## src/design/sbusfd_pkg.sv

```systemverilog
package sbusfd_pkg;

    // frame layout
    localparam int unsigned FRAME_LEN    = 25;
    localparam int unsigned STORE_LEN    = FRAME_LEN - 1;
    localparam int unsigned COUNT_W      = 5;
    localparam int unsigned CHAN_W       = 11;
    localparam int unsigned NUM_CHANNELS = 10;
    localparam int unsigned FAILSAFE_IDX = 23;
    localparam int unsigned FAILSAFE_BIT = 3;
    // channel bit string starts at frame byte 1
    localparam int unsigned CHAN_BASE    = 8;

    localparam logic [7:0] HDR_BYTE = 8'h0F;
    localparam logic [7:0] FTR_BYTE = 8'h00;

    localparam logic [COUNT_W-1:0] FOOTER_POS = COUNT_W'(STORE_LEN);

    // byte k of the frame sits at bits 8k+7..8k
    typedef logic [STORE_LEN-1:0][7:0] frame_bytes_t;
    typedef logic [NUM_CHANNELS-1:0][CHAN_W-1:0] chan_array_t;

    typedef struct packed {
        chan_array_t chans;
        logic        failsafe;
    } frame_fields_t;

endpackage

```

## src/design/sbusfd_unpack.sv

```systemverilog
module sbusfd_unpack (
    input  sbusfd_pkg::frame_bytes_t  frame,
    output sbusfd_pkg::frame_fields_t fields
);
    import sbusfd_pkg::*;

    // frame bytes as one bit string, byte k at bits 8k+7..8k
    logic [STORE_LEN*8-1:0] frame_flat;

    assign frame_flat = frame;

    // little-endian 11-bit slices of the bit string from byte 1
    always_comb
    begin
        for (int unsigned i = 0; i < NUM_CHANNELS; i++)
        begin
            fields.chans[i] = frame_flat[CHAN_BASE + CHAN_W * i +: CHAN_W];
        end
        fields.failsafe = frame[FAILSAFE_IDX][FAILSAFE_BIT];
    end

endmodule

```

## src/design/sbus_frame_decoder_core.sv

```systemverilog
// channel  | direction | handshake            | payload
// ---------+-----------+----------------------+-----------------------------------
// input    | in        | in_valid / in_stall  | rx_byte
// output   | out       | out_valid / out_stall| chan_0..chan_9, failsafe_on,
//          |           |                      | frame_good
//
// one byte is taken per cycle while in_stall is low; a frame result appears in the cycle after its
// footer beat and sits in the output register until taken.
// in_stall rises only when a footer beat would land on a result still held
// by out_stall; all other bytes flow on regardless of the output side.
// rst_n clears the byte count, the latched channels and failsafe and the
// output valid; the frame byte shift line is not reset.
module sbus_frame_decoder_core (
    input  logic        clk,
    input  logic        rst_n,
    input  logic        in_valid,
    output logic        in_stall,
    input  logic [7:0]  rx_byte,
    output logic        out_valid,
    input  logic        out_stall,
    output logic [10:0] chan_0,
    output logic [10:0] chan_1,
    output logic [10:0] chan_2,
    output logic [10:0] chan_3,
    output logic [10:0] chan_4,
    output logic [10:0] chan_5,
    output logic [10:0] chan_6,
    output logic [10:0] chan_7,
    output logic [10:0] chan_8,
    output logic [10:0] chan_9,
    output logic        failsafe_on,
    output logic        frame_good
);
    import sbusfd_pkg::*;

    logic [COUNT_W-1:0] count_reg;
    logic [COUNT_W-1:0] count_next;
    frame_bytes_t       frame_reg;
    chan_array_t        chans_reg;
    logic               failsafe_reg;
    logic               good_reg;
    logic               out_valid_reg;
    logic               out_valid_next;
    frame_fields_t      fields;
    logic               accept;
    logic               at_footer;
    logic               take_byte;
    logic               finish;
    logic               good;

    // beat handshake
    assign at_footer = (count_reg >= FOOTER_POS);
    assign in_stall  = at_footer && out_valid_reg && out_stall;
    assign accept    = in_valid && !in_stall;
    assign take_byte = accept && !at_footer && ((count_reg != '0) || (rx_byte == HDR_BYTE));
    assign finish    = accept && at_footer;
    assign good      = (rx_byte == FTR_BYTE);

    // byte counter
    always_comb
    begin
        count_next = count_reg;
        if (finish)
        begin
            count_next = '0;
        end
        else if (take_byte)
        begin
            count_next = count_reg + COUNT_W'(1);
        end
    end

    // output valid
    always_comb
    begin
        out_valid_next = out_valid_reg;
        if (finish)
        begin
            out_valid_next = 1'b1;
        end
        else if (!out_stall)
        begin
            out_valid_next = 1'b0;
        end
    end

    always_ff @(posedge clk or negedge rst_n)
    begin
        if (!rst_n)
        begin
            count_reg     <= '0;
            out_valid_reg <= 1'b0;
        end
        else
        begin
            count_reg     <= count_next;
            out_valid_reg <= out_valid_next;
        end
    end

    // frame bytes shift in from the top, byte 0 ends at index 0
    always_ff @(posedge clk)
    begin
        if (take_byte)
        begin
            frame_reg <= {rx_byte, frame_reg[STORE_LEN-1:1]};
        end
    end

    sbusfd_unpack u_unpack (
        .frame  (frame_reg),
        .fields (fields)
    );

    // result register doubles as the latched channels and failsafe
    always_ff @(posedge clk or negedge rst_n)
    begin
        if (!rst_n)
        begin
            chans_reg    <= '0;
            failsafe_reg <= 1'b0;
            good_reg     <= 1'b0;
        end
        else if (finish)
        begin
            good_reg <= good;
            if (good)
            begin
                chans_reg    <= fields.chans;
                failsafe_reg <= fields.failsafe;
            end
        end
    end

    assign out_valid   = out_valid_reg;
    assign chan_0      = chans_reg[0];
    assign chan_1      = chans_reg[1];
    assign chan_2      = chans_reg[2];
    assign chan_3      = chans_reg[3];
    assign chan_4      = chans_reg[4];
    assign chan_5      = chans_reg[5];
    assign chan_6      = chans_reg[6];
    assign chan_7      = chans_reg[7];
    assign chan_8      = chans_reg[8];
    assign chan_9      = chans_reg[9];
    assign failsafe_on = failsafe_reg;
    assign frame_good  = good_reg;

endmodule

```

## config.mk

```make
export PLATFORM = sky130hd
export DESIGN_NAME = sbus_frame_decoder_core
export DESIGN_NICKNAME = d
export VERILOG_FILES = /design/src/design/sbusfd_pkg.sv /design/src/design/sbusfd_unpack.sv /design/src/design/sbus_frame_decoder_core.sv
export SDC_FILE = /design/constraint.sdc
export NUM_CORES = 1
export LEC_CHECK = 0
export BUFFER_PORTS_ARGS = -buffer_cell sky130_fd_sc_hd__buf_2
export CORE_AREA = 2 2 142 144
export CTS_BUF_LIST = sky130_fd_sc_hd__clkbuf_8
export CTS_CLUSTER_SIZE = 12
export DETAILED_ROUTE_END_ITERATION = 7
export DIE_AREA = 0 0 144 146
export PLACE_DENSITY = 0.73
export SYNTH_ARGS = -nofsm -noshare
export SYNTH_HDL_FRONTEND = slang
export SYNTH_SLANG_ARGS = --single-unit
```

## constraint.sdc

```tcl
create_clock -name clk -period 8.8 [get_ports clk]
set_input_delay 0 -clock clk [delete_from_list [all_inputs] [get_ports clk]]
set_output_delay 0 -clock clk [all_outputs]
set_load 0.02 [all_outputs]
```

==> run summary, run 1 <==
List of most frequent post-synthesis cells = edfxtp_1 (184), dfrtp_1 (118), mux2_4 (79), mux2_2 (32), buf_6 (9)
Buf+Inv Stages, Crit Path = 3
Global placer's final weighted congestion = 0.794
Initial antenna violation count = 0
Number of slew-limit violations in the final report = 0
PD cells = 269 nW/µm²
Post-synth cell types = 25
Dpl hpwl = 9580 µm
Max incr delay on CP = 0.95 ns
WL/cell = 17.7 µm
Clk_lat worst skew = 0.54 ns
Post-synth top area cell = edfxtp_1
Initial core utilization = 53.6%
Synthesized net count = 476
Total wire length = 16700 µm
Largest register FFs = 184
Data arrival time of the worst path = 4.16 ns
Rel. slew slack = 24.9%
Vias = 4696
Fraction of layout instances using a drive strength above 1 = 44.7%
Number of synthesized flops with an enable pin = 184
First-pass DRT Iterations = 5
Number of global-route vias before repair = 5052
Total Neg Setup Slack = 0 ns
RSZ-0062 raised after global routing = false
Tcrit/Tclk final = 45.7%
Startpoint Class = flop
# port buffers = 125
Post-route ant nets = 0
CTS Buffer Depth = 3
First-pass GRT wire length = 27100 µm
Die area = 21000 µm²
Fmax = 0.249 GHz
Critical path class = reg -> reg
Crit path max-delay family = buffers and inverters
FFs w/ async S/R, synth = 39.1%
Filler cells = 1354
Avg Cell Area, Syn = 22.4 µm²
Io pins = 126
Top cell type's share of synthesized area = 53.3%
Post-CTS Resized = 0
Final worst path period need = 4.02 ns
Reg clk slew, reported paths = 0.06 ns
Core ar. = 19300 µm²
Dpl cell area = 11300 µm²
Final Instance Area = 12300 µm²
Cell Rows = 51
Final #Nets = 653
Max cap viols = 0
Most frequent cell on the critical path = buf_4
Die H = 146 µm
CP Max Fanout = 85
Vias per cell = 4.99
Peak VDD IR = 0.000151 V
WP data required = 8.95 ns
Root Driver = clkbuf_8
CTS buffer count = 46
LEAKAGE = 5.77 nW
Die Wd = 144 µm
Sequential element share of the synthesized area = 81.8%
#FFs+latches synth = 302
Sink Count = 302
CTS tree = built
Netlist area before placement = 10400 µm²
Most numerous cell in the Yosys netlist = edfxtp_1
Largest net degree at the start of global routing = 86
Cells after Synth = 462
Critical path cell sequence = inv_1 > ha_1 > or4b_1 > a21oi_1 > nor2_4 > buf_4 > buf_4
Worst Hold Class = in -> async
Final hold vios = 0
DRC = 0
Total grt overflow = 0
Status = finished, final reports clean
Inserted Diodes = 0
Synth warn = 0
Final core occ = 63.5%
Final setup skew = 0.0161 ns
H-tree Lvls = 2
Critical-path top delay cell = buf_4
Top_reg_cell synth = edfxtp_1
Total GRT Usage = 16.5%
Finish-stage setup viols = 0
1st-iter DRT viols = 367
Critical Path End Type = flop
Post-CTS Setup Inserts = 0
Main area contributors after synthesis = edfxtp_1 (53%), dfrtp_1 (28%), mux2_4 (11%), mux2_2 (3.5%), buf_6 (0.98%)
Area Overhead vs Synth = 18.4%
Worst-Margin Slew = 1.12 ns
-- report_power, final --
| group | switching, mW | total (mW) | internal, mW |
|---|---|---|---|
| combinational | 0.147 | 0.180 | 0.0335 |
| sequential | 0.120 | 2.03 | 1.91 |
| clock | 0.501 | 1.09 | 0.594 |
| total | 0.767 | 3.31 | 2.54 |
-- placed cells by master, fill, tap and decap left out, types with 2 or more instances in the layout --
master	count
edfxtp_1	184
buf_2	124
dfrtp_1	118
mux2_4	79
clkbuf_8	55
mux2_2	32
inv_1	28
dlygate4sd3_1	12
nand2_1	8
o21ai_0	5
buf_4	5
nor2_1	2
a21oi_1	2
nand3_1	2
ha_1	2
clkinv_1	2
-- metrics by stage --
step	instances	setup WS (ns)	hold slack (ns)	total power, mW
4_1_cts	941	4.75	0.0428	3.35
2_1_floorplan	462	2.71	-0.296	2.15
6_report	941	4.78	0.0510	3.31
3_3_place_gp	844	4.91	0.0461	2.21
3_5_place_dp	844	4.71	0.0662	2.24
5_1_grt	941	4.41	0.0776	3.48
-- kinds of logic (layout without fill, tap and decap cells) --
group | count (synthesis) | in the layout | synth area share, %
AO/OA/AOI/OAI | 11 | 11 | 0.652
adder cells (fa/ha/maj) | 2 | 2 | 0.241
buffers and inverters | 14 | 228 | 1.19
flip-flops | 302 | 302 | 81.8
multiplexers | 111 | 111 | 14.9
AND/OR/NAND/NOR | 22 | 22 | 1.23
-- worst register-to-register path, cell delays in order (launching register included) --
cell     delay (ns)
dfrtp_1        0.41
inv_1          0.07
ha_1           0.20
or4b_1         0.17
a21oi_1        0.11
nor2_4         0.93
buf_4          0.76
buf_4          0.96
-- per-layer routing --
layer / vias up / track usage (%) / routed length (µm)
met5: - / 0 / 0
met2: 144 / 25.1 / 7750
met1: 2420 / 23.3 / 7550
li1: 2105 / - / -
met3: 27 / 4.80 / 1090
met4: 0 / 5.00 / 290
-- final timing paths --
kind / to / from / cells after the start / slack, ns
max: frame_reg[78]$_DFFE_PP_ / count_reg[0]$_DFFE_PN0P_ / 7 / 4.78
min: chan_3[3]$_DFFE_PN0P_ / rst_n / 2 / 0.05
max reg2reg: frame_reg[78]$_DFFE_PP_ / count_reg[0]$_DFFE_PN0P_ / 7 / 4.78
min reg2reg: frame_reg[137]$_DFFE_PP_ / frame_reg[145]$_DFFE_PP_ / 0 / 0.41
max in group asynchronous: chan_6[5]$_DFFE_PN0P_ / rst_n / 3 / 7.38
min in group clk: frame_reg[189]$_DFFE_PP_ / rx_byte[5] / 2 / 0.21
-- repair_timing --
| item | CTS | global route |
|---|---|---|
| setup endpoints to repair | 0 | 0 |
| hold buffers | 12 | 0 |
| endpoints found under the hold margin | 59 | 0 |
-- cell type report --
| type | count | area (µm²) | area share [%] |
|---|---|---|---|
| Clock buffer | 55 | 757 | 6.17 |
| Timing Repair Buffer | 141 | 778 | 6.34 |
| Sequential cell | 302 | 8480 | 69.1 |
| Multi-Input combinational cell | 146 | 1780 | 14.5 |
| Inverter | 2 | 7.51 | 0.0611 |
| Tap cell | 265 | 332 | 2.70 |
| Clock inverter | 30 | 143 | 1.16 |
(Power assumes the default switching activity.)
==> inputs of run 2 (changes only) <==
- ABC_AREA: default -> 1
- CORE_AREA: 2 2 142 144 -> 2 2 144 146
- DIE_AREA: 0 0 144 146 -> 0 0 146 148
- clock period: 8.8 -> 3.3 ns (I/O delays scaled with it)
==> run 2 against run 1 <==
Effect of this change:
- cell area increased by 1.6%
- non-clock buffer count rose by 5
- hold slack better by 0.14 ns
- worst setup slack got worse by 3.9 ns
- clock power grew to 2.6 times the previous value
- clock skew up 0.0054 ns
- critical path depth rose by 1
- maximum frequency grew 63%
- highest routed layer unchanged
- sequential share of layout area is 1.1 points lower
- via count is 29% higher
- global-route usage grew 2.2 points
==> run summary, run 2 <==
Status = finished, final reports clean
Worst Hold Class = in -> async
Post-route ant nets = 0 (unchanged)
Io pins = 126 (unchanged)
DRC = 0 (unchanged)
Global placer's final weighted congestion = 0.862 (+8.6%)
Synth warn = 0 (unchanged)
Reg clk slew, reported paths = 0.06 ns (about the same)
Rel. slew slack = 24.3% (-0.60 points)
Total wire length = 19800 µm (+19%)
CP Capture Point = frame_reg[8]$_DFFE_PP_
Hold slack = 0.188 ns (+0.137 ns)
1st-iter DRT viols = 403 (+9.8%)
Crit path from = count_reg[0]$_DFFE_PN0P_
Die Wd = 146 µm (+1.4%)
Data arrival time of the worst path = 2.70 ns (-1.46 ns)
Number of global-route vias before repair = 6067 (+20%)
CTS buffer count = 47 (+2.2%)
Clk_lat worst skew = 0.55 ns (about the same)
Vias = 6065 (+29%)
Top_reg_cell synth = edfxtp_1
Area Overhead vs Synth = 16.4%
Fmax = 0.406 GHz (+63%)
Most numerous cell in the Yosys netlist = edfxtp_1
Die area = 21600 µm² (+2.8%)
Total grt overflow = 0 (unchanged)
RSZ-0062 raised after global routing = false
Finish-stage setup viols = 0 (unchanged)
Buf+Inv Stages, Crit Path = 3 (unchanged)
Vias per cell = 5.04 (+1.0%)
Sequential element share of the synthesized area = 79.1% (-2.6 points)
LEAKAGE = 5.89 nW (+2.0%)
CTS tree = built
Largest net degree at the start of global routing = 112 (+30%)
Max incr delay on CP = 0.50 ns (-0.45 ns)
Most common cell after layout, fill and taps aside = edfxtp_1
Startpoint Class = flop
Peak VDD IR = 0.000489 V (+220%)
Met1 Wirelength = 8710 µm (+15%)
Critical-path top delay cell = clkinvlp_4
Final setup skew = 0.0214 ns (+0.00535 ns)
Initial antenna violation count = 0 (unchanged)
Post-synth cell types = 18 (-28%)
Critical path class = reg -> reg
PD cells = 708 nW/µm² (+160%)
Netlist area before placement = 10700 µm² (+3.3%)
Top cell type's share of synthesized area = 51.6% (-1.7 points)
Max cap viols = 0 (unchanged)
Inserted Diodes = 0 (unchanged)
Critical path cell sequence = inv_1 > ha_1 > nand3_1 > nor2_1 > nand2_2 > nand2_4 > clkinvlp_4 > buf_12
Most frequent cells in the layout = edfxtp_1 (184), nand2_1 (162), buf_2 (124)
FFs w/ async S/R, synth = 39.1% (unchanged)
RR Startpoint = count_reg[0]$_DFFE_PN0P_
Tcrit/Tclk final = 74.6% (+29 points)
First-pass DRT Iterations = 5 (unchanged)
Post-synth top area cell = edfxtp_1
Initial core utilization = 53.5% (-0.16 points)
Synthesized net count = 751 (+58%)
Critical Path End Type = flop
Compound-gate portion of the synthesized area = 0% (-0.65 points)
Met3 routed WL = 1260 µm (+16%)
Max layer used = met4
Total GRT Usage = 18.7% (+2.2 points)
Final hold vios = 0 (unchanged)
R2R setup slack = 0.84 ns (-3.94 ns)
Dpl hpwl = 11800 µm (+23%)
Number of slew-limit violations in the final report = 0 (unchanged)
Core ar. = 20000 µm² (+3.6%)
Post-Synth Simple-Gate Area = 17.1% (+16 points)
Main area contributors after synthesis = edfxtp_1 (52%), dfrtp_1 (28%), nand2_1 (5.7%), nand3_1 (5.6%), nand2_2 (4.7%)
Post-synthesis xor/xnor area fraction = 0.0817% (+0.082 points)
Fraction of layout instances using a drive strength above 1 = 29.7% (-15 points)
Portion of netlist area occupied by mux cells = 0% (-15 points)
Total Neg Setup Slack = 0 ns (unchanged)
Worst-Margin Slew = 1.14 ns (+0.0117 ns)
Cell Rows = 52 (+2.0%)
Post-synthesis adder-cell area fraction = 0.234% (-0.0078 points)
Post-CTS Resized = 0 (unchanged)
Die H = 148 µm (+1.4%)
CTS Buffer Depth = 3 (unchanged)
Root Driver = clkbuf_8
Sink Count = 302 (unchanged)
Crit path max-delay family = buffers and inverters
List of most frequent post-synthesis cells = edfxtp_1 (184), nand2_1 (164), nand3_1 (120), dfrtp_1 (118), nand2_2 (80)
Cells after Synth = 737 (+60%)
Reg-to-Reg End = frame_reg[8]$_DFFE_PP_
Routed wl met2 = 9450 µm (+22%)
H-tree Lvls = 2 (unchanged)
WL/cell = 16.5 µm (-7.1%)
# port buffers = 125 (unchanged)
CP Max Fanout = 70 (-18%)
FF-to-FF path depth = 8 (+1)
WP data required = 3.54 ns (-5.41 ns)
First-pass GRT wire length = 31800 µm (+17%)
Avg Cell Area, Syn = 14.5 µm² (-35%)
Largest register FFs = 184 (unchanged)
Final worst path period need = 2.46 ns (-1.56 ns)
#FFs+latches synth = 302 (unchanged)
Critical path depth = 8 (+1)
Number of synthesized flops with an enable pin = 184 (unchanged)
Final #Nets = 909 (+39%)
Largest family of logic cells by synthesized area = simple AND/OR/NAND/NOR gates
[run 2: cells by family (layout without fill, tap and decap cells)]
family / count (synthesis) / after routing
buffers and inverters: 51 / 247
and+or+nand+nor: 381 / 381
xor gates and xnor gates: 1 / 1
DFF: 302 / 302
adders and majority gates: 2 / 2
[run 2: final cells by class]
type / instances / area (µm²)
clock buffer: 49 / 674
clock inverter: 38 / 181
fill: 1566 / 7560
inverter: 14 / 58.8
multi-input combinational: 384 / 1890
sequential: 302 / 8480
tap: 270 / 338
timing repair buffer: 146 / 853
[run 2: metrics by stage]
stage	power, mW	utilization [%]	std cells	cell area [µm²]	setup WS [ns]
2_1_floorplan	5.78	-	737	10700	-0.816
3_3_place_gp	6.04	57.4	1104	11500	1.01
3_5_place_dp	6.08	57.4	1104	11500	0.924
4_1_cts	8.93	62.3	1203	12500	0.925
5_1_grt	9.23	62.3	1203	12500	0.671
6_report	8.84	62.3	1203	12500	0.840
[run 2: worst min path at each step]
| stage | from | endpoint | slack [ns] |
|---|---|---|---|
| 3_3_place_gp | rx_byte[4] | frame_reg[188]$_DFFE_PP_ | 0.19 |
| 5_1_grt | rx_byte[4] | frame_reg[188]$_DFFE_PP_ | 0.16 |
| 3_5_place_dp | rx_byte[7] | frame_reg[191]$_DFFE_PP_ | 0.19 |
| 2_1_floorplan | rst_n | chan_0[0]$_DFFE_PN0P_ | -0.30 |
| 6_report | rst_n | chan_4[2]$_DFFE_PN0P_ | 0.19 |
| 4_1_cts | rx_byte[4] | frame_reg[188]$_DFFE_PP_ | 0.15 |
[run 2: per-layer routing]
layer	track usage, %	vias to the layer above
met1	26.2	2975
met3	4.10	32
met4	6.31	0
met5	0	-
li1	-	2856
met2	29.6	202
[run 2: where the power goes]
group	total [mW]	internal (mW)	switching, mW	leakage (nW)
logic	0.555	0.114	0.442	1.96
clock network	2.81	1.46	1.35	0.514
registers	5.47	5.11	0.364	3.41
[run 2: repair_timing]
action	4_1_cts	5_1_grt
buffers inserted	0	0
hold buffers	12	0
endpoints found under the hold margin	92	0
==> inputs of run 3 (changes only) <==
- clock period: 3.3 -> 2.15 ns (I/O delays scaled with it)
==> run 3 against run 2 <==
Effect of this change:
- largest cell class unchanged
- highest routed layer unchanged
- via count rose by 0.18%
- combinational power rose by 79%
- register-to-register slack got worse by 0.69 ns
==> run summary, run 3 (synthesis results as in run 2) <==
Worst Hold Class = in -> reg
Number of slew-limit violations in the final report = 0 (unchanged)
Sink Count = 302 (unchanged)
Worst-Margin Slew = 0.539 ns (-0.596 ns)
Most frequent cells in the layout = edfxtp_1 (184), nand2_1 (162), buf_2 (124)
Root Driver = clkbuf_8
Dpl ws = 0.181 ns (-0.743 ns)
Die H = 148 µm (unchanged)
PD cells = 1110 nW/µm² (+56%)
Global placer's final weighted congestion = 0.810 (-6.0%)
Vias = 6076 (+0.18%)
Tcrit/Tclk final = 93.1% (+19 points)
Worst setup margin = 0.148 ns (-0.692 ns)
Critical path cell sequence = nand2_2 > inv_1 > nor2_1 > nand2_4 > clkinvlp_4 > buf_12 > buf_12
Max incr delay on CP = 0.44 ns (-0.06 ns)
Fraction of layout instances using a drive strength above 1 = 31.0% (+1.3 points)
1st-iter DRT viols = 330 (-18%)
Final hold vios = 0 (unchanged)
Clk_lat worst skew = 0.54 ns (about the same)
Cell Rows = 52 (unchanged)
Dpl hpwl = 12100 µm (+2.0%)
Total grt overflow = 0 (unchanged)
CTS tree = built
Initial antenna violation count = 0 (unchanged)
CP Max Fanout = 36 (-49%)
Inst Count DP = 1112 (+0.72%)
CTS buffer count = 46 (-2.1%)
Total wire length = 20000 µm (+0.98%)
WP data required = 2.37 ns (-1.17 ns)
Data arrival time of the worst path = 2.22 ns (-0.48 ns)
Startpoint Class = flop
Reg clk slew, reported paths = 0.06 ns (about the same)
Io pins = 126 (unchanged)
Final worst path period need = 2.00 ns (-0.458 ns)
Inserted Diodes = 0 (unchanged)
LEAKAGE = 5.99 nW (+1.7%)
Die area = 21600 µm² (unchanged)
Number of global-route vias before repair = 6122 (+0.91%)
Finish-stage setup viols = 0 (unchanged)
Core ar. = 20000 µm² (unchanged)
Fmax = 0.499 GHz (+23%)
Critical Path End Type = flop
Die Wd = 146 µm (unchanged)
# port buffers = 125 (unchanged)
Pwr Total = 14.1 mW (+60%)
Most common cell after layout, fill and taps aside = edfxtp_1
Most frequent cell on the critical path = buf_12
WL/cell = 16.5 µm (+0.39%)
Final setup skew = 0.0136 ns (-0.00785 ns)
Critical path class = reg -> reg
Peak VDD IR = 0.000702 V (+44%)
CTS Buffer Depth = 3 (unchanged)
Area Overhead vs Synth = 19.0%
Filler cells = 1500 (-4.2%)
Largest register FFs = 184 (unchanged)
Buf+Inv Stages, Crit Path = 4 (+1)
Initial core utilization = 53.5% (unchanged)
Status = finished, final reports clean
Vias per cell = 5.02 (-0.40%)
Crit path max-delay family = buffers and inverters
Total GRT Usage = 19.0% (+0.29 points)
Finished Layout Cells = 1210 (+0.58%)
First-pass DRT Iterations = 6 (+1)
Largest net degree at the start of global routing = 112 (unchanged)
RSZ-0062 raised after global routing = false
DRC = 0 (unchanged)
Final #Nets = 917 (+0.88%)
Rel. slew slack = 64.0% (+40 points)
Post-CTS Setup Inserts = 0 (unchanged)
Max cap viols = 0 (unchanged)
First-pass GRT wire length = 32100 µm (+0.98%)
H-tree Lvls = 2 (unchanged)
Critical-path top delay cell = dfrtp_1
Post-route ant nets = 0 (unchanged)
==> run 3: per-layer routing <==
metal	wire, µm	global-route usage, %	up-vias
li1	-	-	2877
met1	8950	26.5	2963
met2	9390	29.7	197
met3	1280	5.28	39
met4	397	5.58	0
met5	0	0	-
==> run 3: area by class of cell <==
type                    count  area [µm²]  area share, %
multi-input cells         384        1890           14.8
flip-flops and latches    302        8480           66.5
inverters                  14        58.8          0.461
repair buffers            155        1030           8.11
well taps                 270         338           2.65
clock inverters            30         195           1.53
clock buffers              55         757           5.94
==> run 3: through the flow <==
stage	setup TNS [ns]	util [%]	instance area [µm²]	hold slack [ns]
3_5_place_dp	0	58.2	11700	0.0251
3_3_place_gp	0	58.2	11700	0.0311
6_report	0	63.6	12800	0.207
5_1_grt	0	63.6	12800	0.162
2_1_floorplan	-361.66	-	10700	-0.296
4_1_cts	0	63.6	12800	0.143
==> run 3: report_power, final <==
group          internal [mW]  total, mW  leakage [nW]  switching (mW)
Sequential              7.83       8.38          3.41           0.548
Clock                   2.68       4.74         0.539            2.07
Combinational          0.294      0.994          2.04           0.699
==> run 3: timing repair <==
| action | in CTS | in global routing |
|---|---|---|
| hold buffers | 13 | 0 |
| resized for setup | 0 | 0 |
| hold endpoints to repair | 132 | 0 |
==> run 3: worst paths after layout <==
kind | start | endpoint | slack [ns] | depth (start not counted)
min reg2reg | frame_reg[138]$_DFFE_PP_ | frame_reg[130]$_DFFE_PP_ | 0.41 | 0
min | rx_byte[6] | frame_reg[190]$_DFFE_PP_ | 0.21 | 2
max reg2reg | count_reg[3]$_DFFE_PN0P_ | frame_reg[44]$_DFFE_PP_ | 0.15 | 7
max | count_reg[3]$_DFFE_PN0P_ | frame_reg[44]$_DFFE_PP_ | 0.15 | 7
min in group asynchronous | rst_n | chan_4[2]$_DFFE_PN0P_ | 0.43 | 3
max in group asynchronous | rst_n | chan_9[7]$_DFFE_PN0P_ | 1.06 | 4
==> run 3: worst register-to-register path: cells and delay by family, from the launching register on <==
| family | cells | cell delay (ns) |
|---|---|---|
| buf+inv | 4 | 0.70 |
| simple gates | 3 | 0.53 |
| flops | 1 | 0.44 |
